## src/rtl/est_pkg.sv

```systemverilog
// Shared types and codes for the entity signature table.
package est_pkg;

  localparam int FUNC_W     = 3;
  localparam int ID_W       = 6;
  localparam int SIG_W      = 32;
  localparam int CNT_W      = 7;
  localparam int STAT_W     = 2;
  localparam int IN_DATA_W  = 40;
  localparam int OUT_DATA_W = 16;
  localparam int OUT_PAD_W  = OUT_DATA_W - ID_W - 1 - CNT_W;

  // function codes
  localparam logic [FUNC_W-1:0] FN_CREATE = 3'd0;
  localparam logic [FUNC_W-1:0] FN_KILL   = 3'd1;
  localparam logic [FUNC_W-1:0] FN_ADD    = 3'd2;
  localparam logic [FUNC_W-1:0] FN_REMOVE = 3'd3;
  localparam logic [FUNC_W-1:0] FN_HAS    = 3'd4;
  localparam logic [FUNC_W-1:0] FN_QUERY  = 3'd5;

  // result status codes
  localparam logic [STAT_W-1:0] ST_OK          = 2'd0;
  localparam logic [STAT_W-1:0] ST_NOT_LIVE    = 2'd1;
  localparam logic [STAT_W-1:0] ST_NOT_ONE_HOT = 2'd2;
  localparam logic [STAT_W-1:0] ST_FULL        = 2'd3;

  // controller to datapath
  typedef struct packed {
    logic capture;   // input word accepted this cycle
    logic exec;      // finish a single-result function
    logic scan_adv;  // evaluate current scan slot and move on
    logic flush;     // emit final query result
  } est_cmd_t;

  // datapath to controller
  typedef struct packed {
    logic in_is_query;
    logic count_zero;
    logic scan_stall;
    logic scan_more;
    logic out_free;
  } est_stat_t;

endpackage

```

## src/rtl/est_ctrl.sv

```systemverilog
// Controller state machine for the entity signature table.
module est_ctrl
  import est_pkg::*;
(
  input  logic      clk,
  input  logic      rst_n,
  input  logic      in_tvalid,
  output logic      in_tready,
  input  est_stat_t stat,
  output est_cmd_t  cmd
);

  typedef enum logic [1:0] {
    S_IDLE,
    S_EXEC,
    S_SCAN,
    S_FLUSH
  } state_t;

  state_t state_r, state_nxt;
  logic   in_tready_r;

  assign in_tready = in_tready_r;

  always_comb begin
    state_nxt    = state_r;
    cmd          = '0;
    unique case (state_r)
      S_IDLE: begin
        if (in_tvalid && in_tready_r) begin
          cmd.capture = 1'b1;
          if (!stat.in_is_query) state_nxt = S_EXEC;
          else if (stat.count_zero) state_nxt = S_FLUSH;
          else state_nxt = S_SCAN;
        end
      end
      S_EXEC: begin
        if (stat.out_free) begin
          cmd.exec  = 1'b1;
          state_nxt = S_IDLE;
        end
      end
      S_SCAN: begin
        if (!stat.scan_stall) begin
          cmd.scan_adv = 1'b1;
          if (!stat.scan_more) state_nxt = S_FLUSH;
        end
      end
      S_FLUSH: begin
        if (stat.out_free) begin
          cmd.flush = 1'b1;
          state_nxt = S_IDLE;
        end
      end
      default: state_nxt = S_IDLE;
    endcase
  end

  always_ff @(posedge clk) begin
    if (!rst_n) begin
      state_r     <= S_IDLE;
      in_tready_r <= 1'b1;
    end else begin
      state_r     <= state_nxt;
      in_tready_r <= (state_nxt == S_IDLE);
    end
  end

endmodule

```

## src/rtl/est_dpath.sv

```systemverilog
// Datapath: mask memory, entity count, scan index and output register.
module est_dpath
  import est_pkg::*;
#(
  parameter int CAPACITY  = 64,
  parameter int MASK_BITS = 32
) (
  input  logic                  clk,
  input  logic                  rst_n,
  input  logic [IN_DATA_W-1:0]  in_tdata,
  input  logic [FUNC_W-1:0]     in_tuser,
  input  est_cmd_t              cmd,
  output est_stat_t             stat,
  output logic                  out_tvalid,
  input  logic                  out_tready,
  output logic [OUT_DATA_W-1:0] out_tdata,
  output logic [STAT_W-1:0]     out_tuser,
  output logic                  out_tlast
);

  localparam int IDX_W = (CAPACITY > 1) ? $clog2(CAPACITY) : 1;

  logic [MASK_BITS-1:0] mem [CAPACITY];
  logic [MASK_BITS-1:0] rd_data_r;

  logic [FUNC_W-1:0] func_r;
  logic [ID_W-1:0]   id_r;
  logic [SIG_W-1:0]  sig_r;
  logic [CNT_W-1:0]  count_r, count_nxt;
  logic [IDX_W-1:0]  scan_i_r;
  logic              pend_valid_r;
  logic [IDX_W-1:0]  pend_id_r;

  logic              out_valid_r;
  logic [STAT_W-1:0] out_status_r;
  logic [ID_W-1:0]   out_id_r;
  logic              out_found_r;
  logic [CNT_W-1:0]  out_count_r;
  logic              out_last_r;

  logic [FUNC_W-1:0] in_func;
  logic [ID_W-1:0]   in_id;
  logic [IDX_W-1:0]  cap_addr;
  logic [CNT_W-1:0]  count_dec;
  logic              out_free;
  logic              match;
  logic              emit_pend;
  logic              scan_more;
  logic              rd_en;
  logic [IDX_W-1:0]  rd_addr;

  logic              live;
  logic              one_hot;
  logic [SIG_W-1:0]  stored_ext;
  logic [STAT_W-1:0] ex_status;
  logic [ID_W-1:0]   ex_id;
  logic              ex_found;
  logic              ex_we;
  logic [IDX_W-1:0]  ex_waddr;
  logic [MASK_BITS-1:0] ex_wdata;

  assign in_func   = in_tuser;
  assign in_id     = in_tdata[ID_W-1:0];
  assign count_dec = count_r - CNT_W'(1);

  always_comb begin
    if (in_func == FN_KILL) cap_addr = count_dec[IDX_W-1:0];
    else if (in_func == FN_QUERY) cap_addr = '0;
    else cap_addr = in_id[IDX_W-1:0];
  end

  // bits of a request above the stored mask width never match
  assign stored_ext = SIG_W'(rd_data_r);
  assign match      = ((stored_ext & sig_r) == sig_r);
  assign out_free   = !out_valid_r || out_tready;
  assign emit_pend  = match && pend_valid_r;
  assign scan_more  = (CNT_W'(scan_i_r) + CNT_W'(1)) < count_r;

  assign rd_en   = cmd.capture || (cmd.scan_adv && scan_more);
  assign rd_addr = cmd.capture ? cap_addr : (scan_i_r + IDX_W'(1));

  assign stat.in_is_query = (in_func == FN_QUERY);
  assign stat.count_zero  = (count_r == '0);
  assign stat.scan_stall  = emit_pend && !out_free;
  assign stat.scan_more   = scan_more;
  assign stat.out_free    = out_free;

  assign live    = CNT_W'(id_r) < count_r;
  assign one_hot = $onehot(sig_r) && ((sig_r >> MASK_BITS) == '0);

  always_comb begin
    ex_status = ST_OK;
    ex_id     = '0;
    ex_found  = 1'b0;
    ex_we     = 1'b0;
    ex_waddr  = id_r[IDX_W-1:0];
    ex_wdata  = rd_data_r;
    count_nxt = count_r;
    case (func_r) inside
      FN_CREATE: begin
        if (count_r >= CNT_W'(CAPACITY)) begin
          ex_status = ST_FULL;
        end else begin
          ex_we     = 1'b1;
          ex_waddr  = count_r[IDX_W-1:0];
          ex_wdata  = '0;
          ex_id     = ID_W'(count_r);
          count_nxt = count_r + CNT_W'(1);
        end
      end
      FN_KILL: begin
        if (!live) begin
          ex_status = ST_NOT_LIVE;
        end else begin
          // last entry was read at capture; move it into the freed slot
          ex_we     = 1'b1;
          count_nxt = count_dec;
        end
      end
      FN_ADD, FN_REMOVE: begin
        if (!live) begin
          ex_status = ST_NOT_LIVE;
        end else if (!one_hot) begin
          ex_status = ST_NOT_ONE_HOT;
        end else begin
          ex_we = 1'b1;
          if (func_r == FN_ADD) ex_wdata = rd_data_r | sig_r[MASK_BITS-1:0];
          else ex_wdata = rd_data_r & ~sig_r[MASK_BITS-1:0];
        end
      end
      FN_HAS: begin
        if (!live) ex_status = ST_NOT_LIVE;
        else ex_found = match;
      end
      default: ex_status = ST_OK;
    endcase
  end

  always_ff @(posedge clk) begin
    if (cmd.exec && ex_we) mem[ex_waddr] <= ex_wdata;
    if (rd_en) rd_data_r <= mem[rd_addr];
  end

  always_ff @(posedge clk) begin
    if (cmd.capture) begin
      func_r <= in_func;
      id_r   <= in_id;
      sig_r  <= in_tdata[ID_W +: SIG_W];
    end
    if (cmd.capture) pend_id_r <= '0;
    else if (cmd.scan_adv && match) pend_id_r <= scan_i_r;
    if (cmd.capture) scan_i_r <= '0;
    else if (cmd.scan_adv && scan_more) scan_i_r <= scan_i_r + IDX_W'(1);
  end

  always_ff @(posedge clk) begin
    if (!rst_n) begin
      count_r      <= '0;
      pend_valid_r <= 1'b0;
    end else begin
      if (cmd.exec) count_r <= count_nxt;
      if (cmd.capture) pend_valid_r <= 1'b0;
      else if (cmd.scan_adv && match) pend_valid_r <= 1'b1;
    end
  end

  // output register
  always_ff @(posedge clk) begin
    if (!rst_n) begin
      out_valid_r <= 1'b0;
    end else if (cmd.exec || cmd.flush || (cmd.scan_adv && emit_pend)) begin
      out_valid_r <= 1'b1;
    end else if (out_tready) begin
      out_valid_r <= 1'b0;
    end
  end

  always_ff @(posedge clk) begin
    if (cmd.exec) begin
      out_status_r <= ex_status;
      out_id_r     <= ex_id;
      out_found_r  <= ex_found;
      out_count_r  <= count_nxt;
      out_last_r   <= 1'b1;
    end else if (cmd.scan_adv && emit_pend) begin
      // a newer match exists, so the held one is not the last
      out_status_r <= ST_OK;
      out_id_r     <= ID_W'(pend_id_r);
      out_found_r  <= 1'b1;
      out_count_r  <= count_r;
      out_last_r   <= 1'b0;
    end else if (cmd.flush) begin
      out_status_r <= ST_OK;
      out_id_r     <= pend_valid_r ? ID_W'(pend_id_r) : '0;
      out_found_r  <= pend_valid_r;
      out_count_r  <= count_r;
      out_last_r   <= 1'b1;
    end
  end

  assign out_tvalid = out_valid_r;
  assign out_tdata  = {{OUT_PAD_W{1'b0}}, out_count_r, out_found_r, out_id_r};
  assign out_tuser  = out_status_r;
  assign out_tlast  = out_last_r;

endmodule

```

## src/rtl/entity_signature_table.sv

```systemverilog
// Create, kill, add, remove, has: the mask read is registered at accept and the result is
// registered in the execute state once the output is free; no new word is accepted before then.
// Query: one live slot per cycle through the single read port, unless a held match waits on the output.
// A result waiting at the output does not block accepting the next input word.
// Reset (rst_n low, synchronous) clears the entity count, controller state and valid flags only;
// the mask memory needs no clearing pass, since slots are written before they go live.
module entity_signature_table
  import est_pkg::*;
#(
  parameter int CAPACITY  = 64,
  parameter int MASK_BITS = 32
) (
  input  logic                  clk,
  input  logic                  rst_n,
  input  logic                  in_tvalid,
  output logic                  in_tready,
  input  logic [IN_DATA_W-1:0]  in_tdata,   // entity_id, signature, zero pad
  input  logic [FUNC_W-1:0]     in_tuser,   // func
  output logic                  out_tvalid,
  input  logic                  out_tready,
  output logic [OUT_DATA_W-1:0] out_tdata,  // result_id, found, live_count, zero pad
  output logic [STAT_W-1:0]     out_tuser,  // status
  output logic                  out_tlast
);

  est_cmd_t  cmd;
  est_stat_t stat;

  est_ctrl u_ctrl (
    .clk       (clk),
    .rst_n     (rst_n),
    .in_tvalid (in_tvalid),
    .in_tready (in_tready),
    .stat      (stat),
    .cmd       (cmd)
  );

  est_dpath #(
    .CAPACITY  (CAPACITY),
    .MASK_BITS (MASK_BITS)
  ) u_dpath (
    .clk        (clk),
    .rst_n      (rst_n),
    .in_tdata   (in_tdata),
    .in_tuser   (in_tuser),
    .cmd        (cmd),
    .stat       (stat),
    .out_tvalid (out_tvalid),
    .out_tready (out_tready),
    .out_tdata  (out_tdata),
    .out_tuser  (out_tuser),
    .out_tlast  (out_tlast)
  );

endmodule

```

## config.mk

```make
export PLATFORM = sky130hd
export DESIGN_NAME = entity_signature_table
export DESIGN_NICKNAME = d
export VERILOG_FILES = /design/src/rtl/est_pkg.sv /design/src/rtl/est_ctrl.sv /design/src/rtl/est_dpath.sv /design/src/rtl/entity_signature_table.sv
export SDC_FILE = /design/constraint.sdc
export NUM_CORES = 2
export LEC_CHECK = 0
export ABC_AREA = 1
export BUFFER_PORTS_ARGS = -buffer_cell sky130_fd_sc_hd__buf_2
export CORE_UTILIZATION = 36
export DETAILED_ROUTE_END_ITERATION = 12
export PLACE_DENSITY_LB_ADDON = 0.12
export SYNTH_ARGS = -nofsm -noshare
export SYNTH_HDL_FRONTEND = slang
export SYNTH_SLANG_ARGS = --single-unit
```

## constraint.sdc

```tcl
create_clock -name clk -period 8.3 [get_ports clk]
set_input_delay 0.83 -clock clk [delete_from_list [all_inputs] [get_ports clk]]
set_output_delay 0.83 -clock clk [all_outputs]
set_load 0.005 [all_outputs]
```

==> results.toml <==
[setup_path]
cp.depth = 22
worst_ep_arrival_time_ps = 8040
crit_slowest_cell = "nor2_4"
path_class = "reg2reg"
end_kind = "flop"
cp_max_fo = 21
worst-path-buf-inv = 6
startpoint_type = "flop"
path_delay_family = "adder cells"
required_ps = 8840
path_cells = "ha_1, fa_1, inv_1, fa_1, fa_1, fa_1, fa_1, inv_1, ha_1, inv_1, fa_1, nand3b_1, nor2_1, nand2_1, inv_1, nand3_2, inv_1, nand3_1, nand2_1, nand3_1, nor2_4, buf_4"
cpMostUsedCell = "fa_1"
rr_worst_depth = 22
slowest_delay_ps = 930

[grt]
grt_pass1_vias = 62000
overflow = 0
grt_pass1_wl_um = 431000
antenna_found_initial = 15
grt_max_degree = 180
track_usage_pct = 21.4

[cts]
cts_max_level = 4
postCtsResizedCells = 0
clkTransAtPathRegs_ps = 70
numCtsBuffers = 234
clk_latency_ps = 870
post_cts_buffers = 0
root_buffer = "clkbuf_16"
clock_sinks = 2162
cts_tree = "yes"
cts.path.max_buffers = 3
ctsHoldBuffers = 0

[logic_synthesis]
synth_top_family_by_area = "simple AND/OR/NAND/NOR gates"
synthMuxAreaShare_pct = 0
yosys-top-cells-area = "edfxtp_1, nand3_1, nand3b_1"
syn_area_um2 = 96700
ys_seq_area_share_pct = 66.9
synth_compound_area_share_pct = 0.845
ys_ff_latch = 2162
synth_top_cell_area_share_pct = 66.4
synth_top_area_cell = "edfxtp_1"
synthCells = 8746
synth.avg_cell_area_um2 = 11.1
yosysWarnings = 0
synth_cell_type_count = 33
synthAdderAreaFrac_pct = 1.04
synthXorXnorAreaFrac_pct = 0.0725
synth-simple-area-share_pct = 23.4

[routing]
drc = 0
vias = 64300
drt_wl_total_um = 294000
drt_iter0_markers = 6022
routedWlPerCell_um = 23.7
final_antenna_net_count = 0
first_pass_iters = 9
viasPerCell = 5.18

[placement]
numPortBuffers = 63
place.gp.congestion = 0.854
hpwl_um = 165000

[cells_and_area]
area_growth_pct = 12.4
layout_commonest_cell = "nand3_1"
final_cell_mix = "nand3_1, edfxtp_1, nand2_1"
fill_cells = 25300
drive_above_1_share_pct = 7.85
nets = 8795

[sta]
rsz0062_at_grt = "false"
tightest_slew_ps = 1290
skew_ps = 35.7
finalSetupViolCount = 0
max_freq_ghz = 0.133
hold_ws_ps = 140
tns_ps = 0
period_needed_ps = 7500
finalMaxSlewViolations = 0
period_share_pct = 90.3
final_hold_viol_count = 0
max_slew_margin_pct = 13.8

[min_path]
hp-class = "in2reg"
hold_depth = 1

[floorplanning]
die_w_um = 520
io_pins = 68
fp-row-count = 189
core_region_area_um2 = 266000
die_y_um = 520
start_util_pct = 36.3
fp.dieArea_um2 = 271000

[power]
p_per_area_nw_per_um2 = 253
ir_worst_vdd_uv = 238
leakage_nw = 41.2

[run]
drv_cap = 0

[status]
status = "finished clean"
## metal layers
metal / track usage, % / vias to the layer above / part of all wire, %
li1: - / 30000 / -
met1: 30.5 / 32000 / 45
met2: 33.9 / 1937 / 46
met3: 3.47 / 408 / 6.2
met4: 5.61 / 2 / 2.4
met5: 0 / - / 0.0044
## synth_stat cells
cell type,n
nor3_1,7
nand3b_1,767
nor2_4,3
nor2_1,121
inv_1,1279
nand3_1,2210
a21oi_1,35
buf_1,34
o211ai_1,2
ha_1,39
nand2_1,1376
nand3_2,1
a22oi_1,3
fa_1,26
edfxtp_1,2137
buf_4,34
dfxtp_1,25
o31ai_1,27
xnor2_1,2
a21o_1,1
or2_2,2
conb_1,1
clkbuf_1,278
inv_2,4
buf_6,12
nand4_1,16
clkinv_1,1
o22ai_1,16
o21ai_2,1
xor2_1,6
nand2_2,2
o21ai_0,57
buf_2,221
## per-stage QoR
| step | instance area [µm²] | setup slack (ps) | cells | power [W] | utilization (%) |
|---|---|---|---|---|---|
| final | 109000 | 802 | 12400 | 0.0275 | 40.9 |
| after global routing | 109000 | 521 | 12400 | 0.0285 | 40.9 |
| after CTS | 109000 | 821 | 12400 | 0.0277 | 40.9 |
| after detailed placement | 102000 | 852 | 12000 | 0.0178 | 38.2 |
| after global placement | 102000 | 865 | 12000 | 0.0178 | 38.2 |
| after floorplan | 96700 | 468 | 8747 | 0.0158 | - |
## final cells by class
type | count | area (µm²) | share of cell area (%)
diodes | 5 | 12.5 | 0.0115
well taps | 3533 | 4420 | 4.07
multi-input cells | 4722 | 25200 | 23.2
clock inverters | 126 | 1010 | 0.929
repair buffers | 279 | 2390 | 2.20
inverters | 1284 | 4830 | 4.45
flip-flops and latches | 2162 | 64700 | 59.5
clock buffers | 295 | 6140 | 5.65
## power breakdown
| group | internal [W] | leakage (nW) | switching (W) |
|---|---|---|---|
| clock | 0.00559 | 3.48 | 0.00435 |
| combinational | 0.00115 | 18.2 | 0.00358 |
| sequential | 0.0128 | 19.5 | 0.0000465 |
| total | 0.0195 | 41.2 | 0.00798 |
## logic make-up (layout without fill, tap and decap cells)
kind of cell / count (synthesis) / in the layout
AOI/OAI and AO/OA: 142 / 142
xor gates and xnor gates: 8 / 8
adders and majority gates: 65 / 65
buffers and inverters: 1863 / 1984
DFF: 2162 / 2162
other: 1 / 7
and+or+nand+nor: 4505 / 4505
## worst paths after layout
kind	start	end	slack, ps
worst max register to register	u_dpath.sig_r[28]	u_dpath.mem[12][12]	800
worst min register to register	u_dpath.out_tlast	u_dpath.out_tlast	440
worst min-delay path	in_tdata[24]	u_dpath.sig_r[18]	140
worst max-delay path	u_dpath.sig_r[28]	u_dpath.mem[12][12]	800
## sequential cells by signal, indices dropped and copies added, names as in the netlist
signal,cells
u_dpath.mem,2048
u_dpath.rd_data_r,32
u_dpath.sig_r,32
u_dpath.count_r,7
u_dpath.out_count_r,7
u_dpath.id_r,6
u_dpath.out_id_r,6
u_dpath.pend_id_r,6
u_dpath.scan_i_r,6
u_dpath.func_r,3
u_ctrl.state_r,2
u_dpath.out_tuser,2
u_ctrl.in_tready,1
u_dpath.out_found_r,1
u_dpath.out_tlast,1
u_dpath.out_tvalid,1
u_dpath.pend_valid_r,1
No activity file was read; power rests on OpenSTA's default activity.
